==> src/rtl/crph_pkg.sv <==
// Shared types, constants and helpers for the CSV record parse and hash block.
package crph_pkg;

  // Default bucket count of the hash tables.
  localparam int NUM_BUCKETS_DEF = 400;

  // Result kinds carried on the result channel's tuser.
  localparam logic [1:0] STATUS_CITY   = 2'd0;
  localparam logic [1:0] STATUS_ACCEPT = 2'd1;
  localparam logic [1:0] STATUS_ERROR  = 2'd2;

  // Characters that steer the parser.
  localparam logic [7:0] CH_ZERO  = 8'h30;
  localparam logic [7:0] CH_NINE  = 8'h39;
  localparam logic [7:0] CH_COMMA = 8'h2C;
  localparam logic [7:0] CH_QUOTE = 8'h22;
  localparam logic [7:0] CH_PAREN = 8'h28;

  // Saturation limits of the accumulators.
  localparam logic [19:0] RANK_MAX = 20'hFFFFF;
  localparam logic [31:0] POP_MAX  = 32'hFFFFFFFF;
  localparam logic [9:0]  LEN_MAX  = 10'd1023;

  // Result word as it leaves the parser.
  typedef struct packed {
    logic [1:0]  status;
    logic [7:0]  city_byte;
    logic [19:0] rank;
    logic [31:0] population;
    logic [9:0]  city_length;
    logic [8:0]  index_by_length;
    logic [8:0]  index_by_sum;
    logic [8:0]  index_by_product;
  } result_t;

  // Bits needed to hold a remainder modulo the table size.
  function automatic int idx_width(input int ts);
    return (ts > 1) ? $clog2(ts) : 1;
  endfunction

endpackage

==> src/rtl/crph_prod_mod.sv <==
// Pipelined modulo of the product of the first two city bytes by the table size.
module crph_prod_mod #(
  parameter int NUM_BUCKETS = crph_pkg::NUM_BUCKETS_DEF
) (
  input  logic                                         clk,
  input  logic                                         rst_n,
  input  logic                                         load,
  input  logic [7:0]                                   op_a,
  input  logic [7:0]                                   op_b,
  output logic [crph_pkg::idx_width(NUM_BUCKETS)-1:0] idx_o
);

  localparam int IW = crph_pkg::idx_width(NUM_BUCKETS);
  // Reciprocal scaled by 2^16; the quotient estimate is at most one low.
  localparam logic [16:0] RECIP = 17'(65536 / NUM_BUCKETS);
  localparam logic [15:0] TS16  = 16'(NUM_BUCKETS);

  logic [15:0] prod_r;
  logic [15:0] quot_r;
  logic [15:0] mult_r;
  logic [32:0] quot_full;
  logic [31:0] mult_full;
  logic [15:0] rem;
  logic [15:0] rem_fix;

  assign quot_full = 33'(prod_r) * 33'(RECIP);
  assign mult_full = 32'(quot_r) * 32'(TS16);

  always_ff @(posedge clk) begin
    if (load) begin
      prod_r <= 16'(op_a) * 16'(op_b);
    end
    quot_r <= quot_full[31:16];
    mult_r <= mult_full[15:0];
  end

  assign rem     = prod_r - mult_r;
  assign rem_fix = (rem >= TS16) ? (rem - TS16) : rem;
  assign idx_o   = IW'(rem_fix);

`ifndef SYNTHESIS
  // Once the product, quotient and multiple registers have followed a load, the remainder lies below the table size.
  a_rem_range: assert property (@(posedge clk) disable iff (!rst_n)
    load |-> ##3 (rem_fix < TS16))
    else $error("product remainder out of range");
`endif

endmodule

==> src/rtl/crph_parse.sv <==
// Byte-serial record parser with rank, population, length and hash accumulators.
module crph_parse #(
  parameter int NUM_BUCKETS = crph_pkg::NUM_BUCKETS_DEF
) (
  input  logic              clk,
  input  logic              rst_n,
  input  logic              in_valid,
  input  logic              in_ready,
  input  logic [7:0]        in_char,
  input  logic              in_last,
  output logic              res_valid,
  output crph_pkg::result_t res
);

  localparam int IW = crph_pkg::idx_width(NUM_BUCKETS);
  localparam logic [IW:0]   TS_W   = (IW+1)'(NUM_BUCKETS);
  localparam logic [IW-1:0] TS_M1  = IW'(NUM_BUCKETS - 1);

  localparam logic [3:0] S_START      = 4'd0;
  localparam logic [3:0] S_RANK       = 4'd1;
  localparam logic [3:0] S_OPEN_CITY  = 4'd2;
  localparam logic [3:0] S_CITY       = 4'd3;
  localparam logic [3:0] S_AFTER_CITY = 4'd4;
  localparam logic [3:0] S_POP_OPEN   = 4'd5;
  localparam logic [3:0] S_POP        = 4'd6;
  localparam logic [3:0] S_SKIP       = 4'd7;

  logic [3:0]    state_r,   state_nxt;
  logic [19:0]   rank_r,    rank_nxt;
  logic [31:0]   pop_r,     pop_nxt;
  logic [9:0]    len_r,     len_nxt;
  logic [IW-1:0] len_mod_r, len_mod_nxt;
  logic [IW-1:0] sum_r,     sum_nxt;
  logic [7:0]    first_r,   first_nxt;

  logic          acc;
  logic          is_digit;
  logic [3:0]    digit;
  logic [23:0]   rank_mul;
  logic [35:0]   pop_mul;
  logic [IW:0]   sum_add;
  logic          prod_load;
  logic [IW-1:0] prod_idx;
  logic          emit;
  logic [1:0]    status;

  // Byte value modulo the table size, a constant lookup.
  logic [IW-1:0] byte_mod [256];
  for (genvar g = 0; g < 256; g++) begin : g_byte_mod
    assign byte_mod[g] = IW'(g % NUM_BUCKETS);
  end

  assign acc      = in_valid && in_ready;
  assign is_digit = (in_char >= crph_pkg::CH_ZERO) && (in_char <= crph_pkg::CH_NINE);
  assign digit    = 4'(in_char - crph_pkg::CH_ZERO);
  assign rank_mul = (24'(rank_r) << 3) + (24'(rank_r) << 1) + 24'(digit);
  assign pop_mul  = (36'(pop_r) << 3) + (36'(pop_r) << 1) + 36'(digit);
  assign sum_add  = (IW+1)'(sum_r) + (IW+1)'(byte_mod[in_char]);

  always_comb begin
    state_nxt   = state_r;
    rank_nxt    = rank_r;
    pop_nxt     = pop_r;
    len_nxt     = len_r;
    len_mod_nxt = len_mod_r;
    sum_nxt     = sum_r;
    first_nxt   = first_r;
    prod_load   = 1'b0;
    emit        = 1'b0;
    status      = crph_pkg::STATUS_CITY;
    if (acc) begin
      unique case (state_r)
        S_START: begin
          if (is_digit) begin
            rank_nxt  = 20'(digit);
            state_nxt = S_RANK;
          end else begin
            emit   = 1'b1;
            status = crph_pkg::STATUS_ERROR;
          end
        end
        S_RANK: begin
          if (is_digit) begin
            rank_nxt = (rank_mul > 24'(crph_pkg::RANK_MAX)) ? crph_pkg::RANK_MAX
                                                             : rank_mul[19:0];
          end else if (in_char == crph_pkg::CH_COMMA) begin
            state_nxt = S_OPEN_CITY;
          end else begin
            emit   = 1'b1;
            status = crph_pkg::STATUS_ERROR;
          end
        end
        S_OPEN_CITY: begin
          if (in_char == crph_pkg::CH_QUOTE) begin
            state_nxt = S_CITY;
          end else begin
            emit   = 1'b1;
            status = crph_pkg::STATUS_ERROR;
          end
        end
        S_CITY: begin
          if (in_char == crph_pkg::CH_QUOTE) begin
            state_nxt = S_AFTER_CITY;
          end else begin
            if (len_r == 10'd0) begin
              first_nxt = in_char;
            end
            prod_load = (len_r == 10'd1);
            if (len_r < crph_pkg::LEN_MAX) begin
              len_nxt     = len_r + 10'd1;
              len_mod_nxt = (len_mod_r == TS_M1) ? '0 : len_mod_r + IW'(1);
            end
            sum_nxt = (sum_add >= TS_W) ? IW'(sum_add - TS_W) : IW'(sum_add);
            emit    = 1'b1;
            status  = crph_pkg::STATUS_CITY;
          end
        end
        S_AFTER_CITY: begin
          if (in_char == crph_pkg::CH_COMMA) begin
            state_nxt = S_POP_OPEN;
          end else begin
            emit   = 1'b1;
            status = crph_pkg::STATUS_ERROR;
          end
        end
        S_POP_OPEN: begin
          if (in_char == crph_pkg::CH_QUOTE) begin
            state_nxt = S_POP;
          end else if (in_char == crph_pkg::CH_PAREN) begin
            pop_nxt = '0;
            emit    = 1'b1;
            status  = crph_pkg::STATUS_ACCEPT;
          end else begin
            emit   = 1'b1;
            status = crph_pkg::STATUS_ERROR;
          end
        end
        S_POP: begin
          if (is_digit) begin
            pop_nxt = (pop_mul > 36'(crph_pkg::POP_MAX)) ? crph_pkg::POP_MAX
                                                          : pop_mul[31:0];
          end else if (in_char == crph_pkg::CH_QUOTE) begin
            emit   = 1'b1;
            status = crph_pkg::STATUS_ACCEPT;
          end else if (in_char != crph_pkg::CH_COMMA) begin
            emit   = 1'b1;
            status = crph_pkg::STATUS_ERROR;
          end
        end
        S_SKIP: begin
        end
        default: begin
          emit   = 1'b1;
          status = crph_pkg::STATUS_ERROR;
        end
      endcase

      // A line that ends before the record is finished is malformed.
      if (in_last && (state_r != S_SKIP) && (!emit || status == crph_pkg::STATUS_CITY)) begin
        emit   = 1'b1;
        status = crph_pkg::STATUS_ERROR;
      end

      if (in_last) begin
        state_nxt   = S_START;
        rank_nxt    = '0;
        pop_nxt     = '0;
        len_nxt     = '0;
        len_mod_nxt = '0;
        sum_nxt     = '0;
        first_nxt   = '0;
      end else if (emit && status != crph_pkg::STATUS_CITY) begin
        state_nxt = S_SKIP;
      end
    end
  end

  always_ff @(posedge clk) begin
    if (!rst_n) begin
      state_r   <= S_START;
      rank_r    <= '0;
      pop_r     <= '0;
      len_r     <= '0;
      len_mod_r <= '0;
      sum_r     <= '0;
      first_r   <= '0;
    end else begin
      state_r   <= state_nxt;
      rank_r    <= rank_nxt;
      pop_r     <= pop_nxt;
      len_r     <= len_nxt;
      len_mod_r <= len_mod_nxt;
      sum_r     <= sum_nxt;
      first_r   <= first_nxt;
    end
  end

  crph_prod_mod #(
    .NUM_BUCKETS (NUM_BUCKETS)
  ) u_prod_mod (
    .clk   (clk),
    .rst_n (rst_n),
    .load  (prod_load),
    .op_a  (first_r),
    .op_b  (in_char),
    .idx_o (prod_idx)
  );

  // Result word; fields that do not belong to the result kind read as zero.
  always_comb begin
    res        = '0;
    res.status = status;
    if (status == crph_pkg::STATUS_CITY) begin
      res.city_byte = in_char;
    end else if (status == crph_pkg::STATUS_ACCEPT) begin
      res.rank             = rank_r;
      res.population       = pop_r;
      res.city_length      = len_r;
      res.index_by_length  = 9'(16'(len_mod_r));
      res.index_by_sum     = 9'(16'(sum_r));
      res.index_by_product = (len_r < 10'd2) ? 9'd0 : 9'(16'(prod_idx));
    end
  end

  assign res_valid = emit;

`ifndef SYNTHESIS
  // The byte that closes a line always sends the parser back to line start.
  a_line_restart: assert property (@(posedge clk) disable iff (!rst_n)
    (acc && in_last) |=> (state_r == S_START))
    else $error("parser did not return to line start");

  // Bytes after an accept or an error give no result, the line's last byte included.
  a_skip_silent: assert property (@(posedge clk) disable iff (!rst_n)
    (acc && state_r == S_SKIP) |-> !res_valid)
    else $error("result while skipping rest of line");
`endif

endmodule

==> src/rtl/crph_out_buf.sv <==
// Output register with one skid entry for the result channel.
module crph_out_buf (
  input  logic              clk,
  input  logic              rst_n,
  input  logic              push,
  input  crph_pkg::result_t push_data,
  output logic              in_ready,
  output logic              out_valid,
  input  logic              out_ready,
  output crph_pkg::result_t out_data
);

  logic              out_valid_r;
  logic              skid_valid_r;
  crph_pkg::result_t out_data_r;
  crph_pkg::result_t skid_data_r;

  always_ff @(posedge clk) begin
    if (!rst_n) begin
      out_valid_r  <= 1'b0;
      skid_valid_r <= 1'b0;
    end else if (!out_valid_r || out_ready) begin
      if (skid_valid_r) begin
        out_valid_r  <= 1'b1;
        skid_valid_r <= 1'b0;
      end else begin
        out_valid_r <= push;
      end
    end else if (push) begin
      skid_valid_r <= 1'b1;
    end
  end

  always_ff @(posedge clk) begin
    if (!out_valid_r || out_ready) begin
      out_data_r <= skid_valid_r ? skid_data_r : push_data;
    end else if (push) begin
      skid_data_r <= push_data;
    end
  end

  assign in_ready  = !skid_valid_r;
  assign out_valid = out_valid_r;
  assign out_data  = out_data_r;

`ifndef SYNTHESIS
  // The skid entry only ever holds a word younger than the one on the output.
  a_skid_order: assert property (@(posedge clk) disable iff (!rst_n)
    skid_valid_r |-> out_valid_r)
    else $error("skid entry held without output word");

  // A new result never arrives while the skid entry is occupied.
  a_no_overwrite: assert property (@(posedge clk) disable iff (!rst_n)
    push |-> !skid_valid_r)
    else $error("result pushed into full buffer");
`endif

endmodule

==> src/rtl/csv_record_parse_and_hash.sv <==
// Top level of the CSV record parser with city hash bucket indices.
//
//  Channel   Direction  Fields (tdata / tuser / tlast)
//  in_*      input      tdata[7:0] char_in; tlast line_end
//  out_*     output     tuser[1:0] status; tdata city_byte, rank, population,
//                       city_length, index_by_length, index_by_sum, index_by_product
//
// Each input word is parsed in the cycle it is accepted and its result, if any,
// is registered, so the block takes one byte per clock cycle while in_tready is
// high. The product bucket index comes from a three-stage reciprocal-multiply
// pipeline that settles in the very cycle of the earliest possible accept, three
// bytes after the second city byte.
// Reset is synchronous and active low; it returns the parser to line start and
// empties the output buffer. A stalled output is absorbed by a one-word skid
// entry; in_tready drops only once that entry is also full.
module csv_record_parse_and_hash #(
  parameter int NUM_BUCKETS = crph_pkg::NUM_BUCKETS_DEF
) (
  input  logic         clk,
  input  logic         rst_n,
  input  logic         in_tvalid,
  output logic         in_tready,
  input  logic [7:0]   in_tdata,   // [7:0] char_in
  input  logic         in_tlast,   // line_end
  output logic         out_tvalid,
  input  logic         out_tready,
  output logic [103:0] out_tdata,  // [7:0] city_byte, [27:8] rank, [59:28] population,
                                   // [69:60] city_length, [78:70] index_by_length,
                                   // [87:79] index_by_sum, [96:88] index_by_product,
                                   // [103:97] zero
  output logic [1:0]   out_tuser   // [1:0] status
);

  logic              res_valid;
  crph_pkg::result_t res;
  crph_pkg::result_t out_word;

  // Parser and accumulators; all work on a byte but the product modulo happens in its accept cycle.
  crph_parse #(
    .NUM_BUCKETS (NUM_BUCKETS)
  ) u_parse (
    .clk       (clk),
    .rst_n     (rst_n),
    .in_valid  (in_tvalid),
    .in_ready  (in_tready),
    .in_char   (in_tdata),
    .in_last   (in_tlast),
    .res_valid (res_valid),
    .res       (res)
  );

  // Output register plus skid entry so input keeps flowing under a brief stall.
  crph_out_buf u_out_buf (
    .clk       (clk),
    .rst_n     (rst_n),
    .push      (res_valid),
    .push_data (res),
    .in_ready  (in_tready),
    .out_valid (out_tvalid),
    .out_ready (out_tready),
    .out_data  (out_word)
  );

  assign out_tuser = out_word.status;
  assign out_tdata = {7'd0,
                      out_word.index_by_product,
                      out_word.index_by_sum,
                      out_word.index_by_length,
                      out_word.city_length,
                      out_word.population,
                      out_word.rank,
                      out_word.city_byte};

endmodule

==> config.mk <==
export PLATFORM = sky130hd
export DESIGN_NAME = csv_record_parse_and_hash
export DESIGN_NICKNAME = d
export VERILOG_FILES = /design/src/rtl/crph_pkg.sv /design/src/rtl/crph_prod_mod.sv /design/src/rtl/crph_parse.sv /design/src/rtl/crph_out_buf.sv /design/src/rtl/csv_record_parse_and_hash.sv
export SDC_FILE = /design/constraint.sdc
export NUM_CORES = 1
export LEC_CHECK = 0
export ABC_AREA = 1
export BUFFER_PORTS_ARGS = -buffer_cell sky130_fd_sc_hd__buf_2
export CORE_MARGIN = 5
export CORE_UTILIZATION = 50
export DETAILED_ROUTE_END_ITERATION = 16
export PLACE_DENSITY = 0.74
export SETUP_SLACK_MARGIN = 0.05
export SLEW_MARGIN = 20
export SYNTH_ARGS = -nofsm -noshare
export SYNTH_HDL_FRONTEND = slang
export SYNTH_HIERARCHICAL = 1
export SYNTH_SLANG_ARGS = --single-unit
==> constraint.sdc <==
create_clock -name clk -period 10 [get_ports clk]
set_clock_uncertainty 0.2 [all_clocks]
set_input_delay 1.5 -clock clk [delete_from_list [all_inputs] [get_ports clk]]
set_output_delay 1.5 -clock clk [all_outputs]
set_load 0.02 [all_outputs]
==> results of run 1 <==
[layout make-up]
| type | count | area, um2 |
|---|---|---|
| clock inverter | 21 | 224 |
| clock buffer | 45 | 996 |
| multi-input combinational | 2171 | 13100 |
| timing repair buffer | 122 | 633 |
| fill | 4384 | 21400 |
| inverter | 460 | 1730 |
| sequential | 327 | 8690 |
| antenna | 3 | 7.51 |
| tap | 615 | 769 |
[stage by stage]
step / std cells / area, um2 / hold slack [ps]
2_1_floorplan: 3047 / 24000 / 158
3_3_place_gp: 3695 / 24900 / 185
3_5_place_dp: 3695 / 24900 / 187
4_1_cts: 3761 / 26200 / 198
5_1_grt: 3761 / 26200 / 204
6_report: 3764 / 26200 / 194
[worst max-delay path, stage by stage]
cell,delay [ps]
buf_2,230
nand2_1,120
inv_1,60
fa_1,420
fa_1,560
inv_1,50
fa_1,460
fa_1,540
inv_1,40
ha_1,330
nand2_1,70
o21ai_1,290
a21oi_1,170
o21ai_1,240
a21oi_1,120
xnor2_1,150
[routing by layer]
layer / vias to the layer above / track usage, % / share of wire (%) / routed length [um]
met2: 382 / 34.6 / 47 / 25300
met5: - / 0 / 0.024 / 13
met3: 58 / 3.13 / 4.8 / 2570
met4: 2 / 4.32 / 1.5 / 827
li1: 9887 / - / - / -
met1: 8950 / 27.5 / 47 / 25000
[flip-flops by register name (all words and copies together) (netlist names)]
name                       flops
u_parse/u_prod_mod/mult_r     12
u_parse/state_r                3
u_parse/len_mod_r              9
u_parse/sum_r                  9
u_parse/pop_r                 32
u_parse/rank_r                20
u_out_buf/out_data            99
u_out_buf/skid_valid_r         1
u_out_buf/skid_data_r         99
u_parse/u_prod_mod/quot_r      8
u_parse/first_r                8
u_out_buf/out_valid            1
u_parse/u_prod_mod/prod_r     16
u_parse/len_r                 10
[worst min-delay path by stage]
stage                                   endpoint  slack [ps]
floorplan           u_parse/u_prod_mod/mult_r[6]         160
global placement    u_parse/u_prod_mod/mult_r[5]         180
detailed placement  u_parse/u_prod_mod/mult_r[6]         190
CTS                 u_parse/u_prod_mod/mult_r[6]         200
global route        u_parse/u_prod_mod/mult_r[6]         200
finish              u_parse/u_prod_mod/mult_r[6]         190
[layout by cell type, fill, tap and decap left out, types with 29 or more instances in the layout]
cell / instances
nand2_1: 970
inv_1: 427
ha_1: 270
nor2_1: 220
edfxtp_1: 214
nand3_1: 174
a21oi_1: 152
buf_2: 113
dfxtp_1: 112
fa_1: 65
xnor2_1: 39
clkbuf_16: 37
nand4_1: 33
xor2_1: 32
inv_2: 29
[power breakdown]
group | leakage [nW] | internal (mW) | switching (mW)
clock network | 0.596 | 0.816 | 0.548
logic | 9.64 | 0.200 | 0.410
registers | 3.09 | 1.53 | 0.0397
[kinds of logic after synthesis]
logic type,after synthesis
and+or+nand+nor,1492
buffers and inverters,549
adders and majority gates,335
DFF,327
AOI/OAI and AO/OA,265
xor gates and xnor gates,71
other,1
muxes,1
==> flow_metrics.py, run 1 <==
metrics = {
    "run_status": {
        "status": "complete, no violations",
    },
    "clock_network": {
        "clock_latency_ps": 550,
        "clock-sinks": 327,
        "cts.hold.buffers_added": 0,
        "cts_root_buffer": "clkbuf_16",
        "cts_resized": 0,
        "clk_pin_slew_ps": 60,
        "post-cts-setup-buffers": 0,
        "cts-buffers-inserted": 37,
        "clock_path_buffers": 3,
        "htree_levels": 2,
        "cts_tree": "done",
    },
    "synthesis": {
        "ys_seq_area_share_pct": 36.2,
        "synth.distinct_cells": 56,
        "synth.avg_cell_area_um2": 7.88,
        "ys.flop_type": "edfxtp_1",
        "muxShareOfSynthArea_pct": 0.0470,
        "synth_top_family_by_area": "simple AND/OR/NAND/NOR gates",
        "ys_top_cells_by_count": "nand2_1 (971), inv_1 (427), ha_1 (270), nor2_1 (221), edfxtp_1 (214)",
        "synth_top_area_share_pct": 26.8,
        "synthArstFlopShare_pct": 0,
        "synth_edf_count": 214,
        "syn-instance-count": 3041,
        "synth-simple-area-share_pct": 26.0,
        "synth-seq-cells": 327,
        "synth-compound-area-share_pct": 6.33,
        "synthAdderAreaFrac_pct": 19.5,
        "yosysMostFrequentCell": "nand2_1",
        "synth_xor_area_share_pct": 2.59,
        "synth.cell_area_um2": 24000,
        "synth.top_cells.by_area": "edfxtp_1 (27%), nand2_1 (15%), ha_1 (14%)",
        "synth_top_area_cell": "edfxtp_1",
        "ys_warn_count": 6,
    },
    "die": {
        "num_io_pins": 121,
        "fp.dieH_um": 229,
        "initial_utilization_pct": 50.4,
        "die-area_um2": 52400,
        "core_region_area_um2": 47500,
        "fp.dieW_um": 229,
        "rows": 80,
    },
    "sta": {
        "grt_setup_unrepaired": "false",
        "fin_tns_setup_ps": 0,
        "post-route-min-period_ps": 5280,
        "period_share_pct": 52.8,
        "setup_viol": 0,
        "max_slew_margin_pct": 31.8,
        "final-max-slew-violation-count": 0,
        "worstMarginPinSlew_ps": 1020,
        "setup_slack_ps": 4720,
        "fmaxAchievable_ghz": 0.189,
        "hold_violations": 0,
    },
    "drt": {
        "via_per_inst": 5.12,
        "drt-pass1-iter-count": 5,
        "detail_route.drc_violations": 0,
        "wl_per_cell_um": 14.3,
        "drt-total-wl_mm": 53.7,
        "drt-initial-drc-count": 1075,
        "antenna_left": 0,
        "num_vias": 19279,
    },
    "placed_design": {
        "place_ws_ps": 4210,
        "hpwl_mm": 39.9,
        "place.gp.congestion": 0.917,
        "portBuffers": 113,
    },
    "global_route": {
        "grt_pass1_vias": 18614,
        "grt_max_degree": 74,
        "grt-ovfl-total": 0,
        "grt.total_usage_pct": 20.3,
        "grt_pass1_wl_mm": 90.3,
        "antenna_found_initial": 4,
    },
    "worst_setup_path": {
        "start_kind": "input port",
        "rr_worst_depth": 15,
        "worstReg2RegEnd": "u_parse/u_prod_mod/prod_r[12]",
        "timing.reg2reg.setup_slack_ps": 5380,
        "cp.arrival_ps": 5370,
        "path_max_fanout": 16,
        "cp.required_ps": 10090,
        "crit_type": "input port to register",
        "worstSetupEndpoint": "u_parse/u_prod_mod/prod_r[13]",
        "crit_start": "in_tdata[3]",
        "crit_path_end_kind": "register",
        "regToRegStartpoint": "u_parse/first_r[0]",
    },
    "pwr": {
        "power.density_nw_per_um2": 135,
        "vdd_drop_max_v": 0.000137,
        "fin_total_pwr_mw": 3.54,
        "p_leak_nw": 13.3,
    },
    "worst_hold_path": {
        "min-delay-start": "u_parse/u_prod_mod/quot_r[2]",
        "min_path_cells": 0,
        "hold_class": "register to register",
    },
    "final_layout": {
        "area_delta_synth_final_pct": 9.18,
        "fin_nets": 3467,
        "drive_gt1_share_pct": 8.84,
        "finish.utilization_pct": 55.0,
    },
    "flow_run": {
        "maxCapViolations": 0,
    },
}
Note: power is estimated with default switching activity, not from simulation.
==> run 2, diff against run 1 <==
--- a/config.mk
+++ b/config.mk
@@ -10,7 +10,7 @@
 export CORE_MARGIN = 5
 export CORE_UTILIZATION = 50
 export DETAILED_ROUTE_END_ITERATION = 16
-export PLACE_DENSITY = 0.74
+export PLACE_DENSITY = 0.77
 export SETUP_SLACK_MARGIN = 0.05
 export SLEW_MARGIN = 20
 export SYNTH_ARGS = -nofsm -noshare
==> constraint.sdc (replaced) <==
create_clock -name clk -period 4.7 [get_ports clk]
set_clock_uncertainty 0.2 [all_clocks]
set_input_delay 0.705 -clock clk [delete_from_list [all_inputs] [get_ports clk]]
set_output_delay 0.705 -clock clk [all_outputs]
set_load 0.02 [all_outputs]
==> run 2 against run 1 <==
  * Flip-flop and latch count unchanged
  * Utilization up 0.79 points
  * Clock power up 130%
  * Cell area up 1.4%
  * Sequential power up 110%
  * Die area unchanged
  * Wire length up 3.6%
  * Critical path depth unchanged
  * Final cell count up 1.0%
  * Largest power group unchanged
==> flow_metrics.py, run 2 (synthesized netlist as in run 1, its figures left out) <==
metrics = {
    "run_status": {
        "status": "complete, no violations",
    },
    "die": {
        "initial_utilization_pct": 50.4,
        "num_io_pins": 121,
        "rows": 80,
        "fp.dieH_um": 229,
        "fp.dieW_um": 229,
        "die-area_um2": 52400,
        "core_region_area_um2": 47500,
    },
    "clock_network": {
        "htree_levels": 2,
        "clock_latency_ps": 570,
        "cts-buffers-inserted": 37,
        "cts_root_buffer": "clkbuf_16",
        "post-cts-setup-buffers": 0,
        "clock-sinks": 327,
        "clk_pin_slew_ps": 60,
        "cts_tree": "done",
        "clock_path_buffers": 3,
    },
    "worst_setup_path": {
        "start_kind": "register",
        "crit_path_end_kind": "register",
        "path_max_fanout": 6,
        "crit_type": "register to register",
        "crit_family": "adder cells",
        "slowest_delay_ps": 550,
        "cp.required_ps": 4800,
        "crit_slowest_cell": "fa_1",
        "worst-path-buf-inv": 4,
        "crit_chain": "buf_4 -> nand2_1 -> inv_1 -> fa_1 -> fa_1 -> inv_1 -> fa_1 -> fa_1 -> inv_1 -> ha_1 -> nand2_1 -> o21ai_1 -> a21oi_1 -> o21ai_1 -> a21oi_1 -> xnor2_1",
        "crit_top_cell": "fa_1",
        "cp.arrival_ps": 4480,
    },
    "sta": {
        "hold_violations": 0,
        "worstMarginPinSlew_ps": 1060,
        "period_share_pct": 93.1,
        "max_slew_margin_pct": 29.6,
        "fmaxAchievable_ghz": 0.229,
        "setup_viol": 0,
        "fin_worst_hold_slack_ps": 191,
        "final-max-slew-violation-count": 0,
        "setup_slack_ps": 325,
        "post-route-min-period_ps": 4380,
        "grt_setup_unrepaired": "false",
    },
    "final_layout": {
        "drive_gt1_share_pct": 9.89,
        "fin_nets": 3505,
        "layout_commonest_cell": "nand2_1",
        "fillers": 4349,
        "area_delta_synth_final_pct": 10.8,
        "mostFrequentLayoutCells": "nand2_1 (970), inv_1 (427), ha_1 (270), nor2_1 (220), edfxtp_1 (214)",
    },
    "drt": {
        "drt-initial-drc-count": 1296,
        "wl_per_cell_um": 14.6,
        "detail_route.drc_violations": 0,
        "drt-pass1-iter-count": 6,
        "via_per_inst": 5.14,
        "num_vias": 19560,
        "antenna_left": 0,
        "drt-total-wl_mm": 55.7,
    },
    "worst_hold_path": {
        "hold_class": "register to register",
    },
    "global_route": {
        "grt-ovfl-total": 0,
        "grt_pass1_vias": 19080,
        "grt_pass1_wl_mm": 92.4,
        "grt.total_usage_pct": 20.8,
        "grt_max_degree": 84,
        "antenna_found_initial": 3,
    },
    "flow_run": {
        "maxCapViolations": 0,
    },
    "placed_design": {
        "portBuffers": 113,
        "hpwl_mm": 41.7,
        "place.gp.congestion": 0.931,
        "place_ws_ps": -126,
    },
    "pwr": {
        "power.density_nw_per_um2": 292,
        "p_leak_nw": 13.6,
        "vdd_drop_max_v": 0.000323,
    },
}
==> run 2: cell types whose count changed in the layout (fill, tap and decap cells not counted), sizes merged <==
cell	change
diode	-2
buf	+38
clkinv	+1
clkinvlp	-3
bufinv	+1
clkbuf	+3
==> run 2: through the flow <==
step                util (%)  instance area, um2  total power [mW]  cells  setup TNS [ps]
floorplan                  -               24000              4.36   3047               0
global placement        53.1               25200              4.70   3733           -96.2
detailed placement      53.1               25200              4.72   3733            -191
CTS                     55.8               26500              7.83   3801               0
global route            55.8               26500              8.13   3801               0
finish                  55.8               26500              7.75   3802               0
==> run 2: area by class of cell <==
| type | instances | area [um2] | share of cell area (%) |
|---|---|---|---|
| Antenna cell | 1 | 2.50 | 0.00943 |
| Timing Repair Buffer | 160 | 931 | 3.51 |
| Clock buffer | 48 | 1030 | 3.87 |
| Multi-Input combinational cell | 2171 | 13100 | 49.4 |
| Inverter | 460 | 1730 | 6.51 |
| Sequential cell | 327 | 8690 | 32.7 |
| Tap cell | 615 | 769 | 2.90 |
| Clock inverter | 20 | 282 | 1.06 |
==> run 2: what timing repair did <==
action,4_1_cts,5_1_grt
endpoints found under the setup margin,0,1
hold buffers,0,0
resized for setup,0,1
==> run 2: power breakdown <==
group	total, mW	internal (mW)	switching [mW]	leakage (nW)
clock	3.09	1.85	1.24	0.640
combinational	1.33	0.447	0.888	9.83
sequential	3.33	3.25	0.0825	3.10
total	7.75	5.54	2.21	13.6
==> run 2: worst paths after layout <==
kind | slack, ps | cells after the start | startpoint | to
setup / recovery | 320 | 16 | u_parse/first_r[1] | u_parse/u_prod_mod/prod_r[13]
hold / removal | 190 | 0 | u_parse/u_prod_mod/quot_r[1] | u_parse/u_prod_mod/mult_r[5]
setup reg to reg | 320 | 16 | u_parse/first_r[1] | u_parse/u_prod_mod/prod_r[13]
hold reg to reg | 190 | 0 | u_parse/u_prod_mod/quot_r[1] | u_parse/u_prod_mod/mult_r[5]
==> run 2: metal layers <==
layer | up-vias | global-route usage, % | wire length, um
met1 | 9085 | 27.5 | 25200
met4 | 4 | 4.25 | 1040
met5 | - | 0 | 26
met3 | 81 | 3.81 | 2910
met2 | 406 | 36.0 | 26500
li1 | 9984 | - | -
==> run 2: worst register-to-register path, cell delays in order (launching register included) <==
cell and delay [ps]:
dfxtp_1 360, buf_4 180, nand2_1 60, inv_1 50
fa_1 440, fa_1 550, inv_1 50, fa_1 470
fa_1 550, inv_1 40, ha_1 330, nand2_1 70
o21ai_1 180, a21oi_1 120, o21ai_1 220, a21oi_1 110
xnor2_1 130
==> run 3, diff against run 2 <==
--- a/config.mk
+++ b/config.mk
@@ -11,6 +11,7 @@
 export CORE_UTILIZATION = 50
 export DETAILED_ROUTE_END_ITERATION = 16
 export PLACE_DENSITY = 0.77
+export RECOVER_POWER = 100
 export SETUP_SLACK_MARGIN = 0.05
 export SLEW_MARGIN = 20
 export SYNTH_ARGS = -nofsm -noshare
==> run 3 against run 2 <==
  * The run now ends with capacitance limit, slew limit left
  * Largest power group unchanged
  * Count of clock-buffer cells in the layout stayed put
  * Critical path depth did not move
  * Clock power is essentially flat
  * Via count is essentially flat
  * Setup slack got worse by 46 ps
  * Sequential power about the same
  * Global-route usage did not move
  * Fmax is 1.0% lower
  * Total power fell by 0.37%
  * Sequential share of layout area rose by 0.30 points
==> flow_metrics.py, run 3 (synthesized netlist as in run 1, its figures left out) <==
metrics = {
    "drt": {
        "drt-total-wl_mm": 55.7,
        "drt-initial-drc-count": 1283,
        "via_per_inst": 5.15,
        "wl_per_cell_um": 14.7,
        "detail_route.drc_violations": 0,
        "antenna_left": 0,
        "drt-pass1-iter-count": 5,
        "num_vias": 19577,
    },
    "die": {
        "die-area_um2": 52400,
        "rows": 80,
        "initial_utilization_pct": 50.4,
        "fp.dieH_um": 229,
        "fp.dieW_um": 229,
        "num_io_pins": 121,
        "core_region_area_um2": 47500,
    },
    "run_status": {
        "failed_checks": "capacitance limit, slew limit",
        "status": "finished with violations",
    },
    "worst_setup_path": {
        "cp.arrival_ps": 4520,
        "crit_path_end_kind": "register",
        "cp.required_ps": 4800,
        "timing.reg2reg.setup_slack_ps": 280,
        "rr_worst_depth": 16,
        "crit_start": "u_parse/first_r[1]",
        "start_kind": "register",
        "regToRegStartpoint": "u_parse/first_r[1]",
        "path_max_fanout": 6,
        "crit_type": "register to register",
        "worstSetupEndpoint": "u_parse/u_prod_mod/prod_r[13]",
        "worstReg2RegEnd": "u_parse/u_prod_mod/prod_r[13]",
    },
    "final_layout": {
        "fin_nets": 3505,
        "mostFrequentLayoutCells": "nand2_1 (971), inv_1 (432), ha_1 (270), nor2_1 (224), edfxtp_1 (214)",
        "fillers": 4448,
        "drive_gt1_share_pct": 5.87,
        "layout_commonest_cell": "nand2_1",
        "area_delta_synth_final_pct": 9.75,
        "layout.cells.non_filler": 3802,
    },
    "flow_run": {
        "maxCapViolations": 1,
    },
    "sta": {
        "fmaxAchievable_ghz": 0.226,
        "post-route-min-period_ps": 4420,
        "fin_worst_hold_slack_ps": 191,
        "hold_violations": 0,
        "grt_setup_unrepaired": "false",
        "setup_slack_ps": 279,
        "period_share_pct": 94.1,
        "setup_viol": 0,
        "worstMarginPinSlew_ps": 2680,
        "fin_tns_setup_ps": 0,
        "max_slew_margin_pct": -78.4,
        "final-max-slew-violation-count": 58,
    },
    "placed_design": {
        "place_ws_ps": -126,
        "portBuffers": 113,
        "dpl.cell_count": 3733,
        "hpwl_mm": 41.7,
        "place.gp.congestion": 0.931,
    },
    "global_route": {
        "grt_pass1_vias": 19080,
        "grt_max_degree": 84,
        "grt-ovfl-total": 0,
        "grt.total_usage_pct": 20.8,
        "antenna_found_initial": 3,
        "grt_pass1_wl_mm": 92.4,
    },
    "clock_network": {
        "cts_tree": "done",
        "clock-sinks": 327,
        "cts_root_buffer": "clkbuf_16",
        "clock_path_buffers": 3,
        "clock_latency_ps": 570,
        "cts-buffers-inserted": 37,
        "htree_levels": 2,
        "cts.hold.buffers_added": 0,
        "clk_pin_slew_ps": 60,
    },
    "pwr": {
        "vdd_drop_max_v": 0.000323,
        "power.density_nw_per_um2": 294,
        "p_leak_nw": 13.1,
    },
    "worst_hold_path": {
        "hold_class": "register to register",
    },
}
[run 3: cell count changes in the layout (fill, tap and decap cells not counted), sizes merged]
cell	change
clkbuf	+113
clkinvlp	+1
inv	-1
buf	-113
[run 3: final cells by class]
class | instances | area [um2] | area share (%)
diodes | 1 | 2.50 | 0.00951
clock buffers | 48 | 1030 | 3.91
clock inverters | 20 | 282 | 1.07
inverters | 460 | 1730 | 6.57
multi-input cells | 2171 | 13000 | 49.6
flip-flops and latches | 327 | 8690 | 33.0
well taps | 615 | 769 | 2.93
repair buffers | 160 | 763 | 2.90
[run 3: metrics by stage]
stage | area (um2) | total power [mW] | utilization, %
6_report | 26300 | 7.73 | 55.3
4_1_cts | 26500 | 7.83 | 55.8
3_5_place_dp | 25200 | 4.72 | 53.1
3_3_place_gp | 25200 | 4.70 | 53.1
5_1_grt | 26300 | 8.10 | 55.3
2_1_floorplan | 24000 | 4.36 | -
[run 3: critical path, stage by stage, from the launching register on]
cell and delay [ps]:
dfxtp_1 350, clkbuf_1 190, nand2_1 100, inv_1 60, fa_1 440, fa_1 560
inv_1 60, fa_1 470, fa_1 550, inv_1 40, ha_1 330, nand2_1 70
o21ai_1 180, a21oi_1 110, o21ai_1 220, a21oi_1 110, xnor2_1 130
[run 3: layer usage]
layer / wire length [um] / track usage, % / share of wire, % / up-vias
met4: 1090 / 4.25 / 1.9 / 4
met1: 25200 / 27.5 / 45 / 9077
met2: 26500 / 36.0 / 48 / 421
met3: 2940 / 3.81 / 5.3 / 87
li1: - / - / - / 9988
met5: 26 / 0 / 0.047 / -
[run 3: how the worst min path moves through the flow]
stage                                             from                      endpoint  slack [ps]  cells after the start
after global routing      u_parse/u_prod_mod/quot_r[0]  u_parse/u_prod_mod/mult_r[4]         200                      0
after floorplan           u_parse/u_prod_mod/quot_r[2]  u_parse/u_prod_mod/mult_r[6]         160                      0
after global placement    u_parse/u_prod_mod/quot_r[1]  u_parse/u_prod_mod/mult_r[5]         190                      0
after CTS                 u_parse/u_prod_mod/quot_r[1]  u_parse/u_prod_mod/mult_r[5]         190                      0
after detailed placement  u_parse/u_prod_mod/quot_r[1]  u_parse/u_prod_mod/mult_r[5]         180                      0
final                     u_parse/u_prod_mod/quot_r[1]  u_parse/u_prod_mod/mult_r[5]         190                      0
[run 3: repair_timing]
| item | 4_1_cts | 5_1_grt |
|---|---|---|
| buffers inserted | 0 | 0 |
| resized for setup | 0 | 1 |
| endpoints found under the setup margin | 0 | 1 |
[run 3: power breakdown]
| part | leakage, nW | total, mW | switching [mW] | internal [mW] |
|---|---|---|---|---|
| logic | 9.40 | 1.30 | 0.884 | 0.417 |
| clock network | 0.640 | 3.09 | 1.24 | 1.85 |
| registers | 3.10 | 3.34 | 0.0841 | 3.25 |
| total | 13.1 | 7.73 | 2.21 | 5.52 |
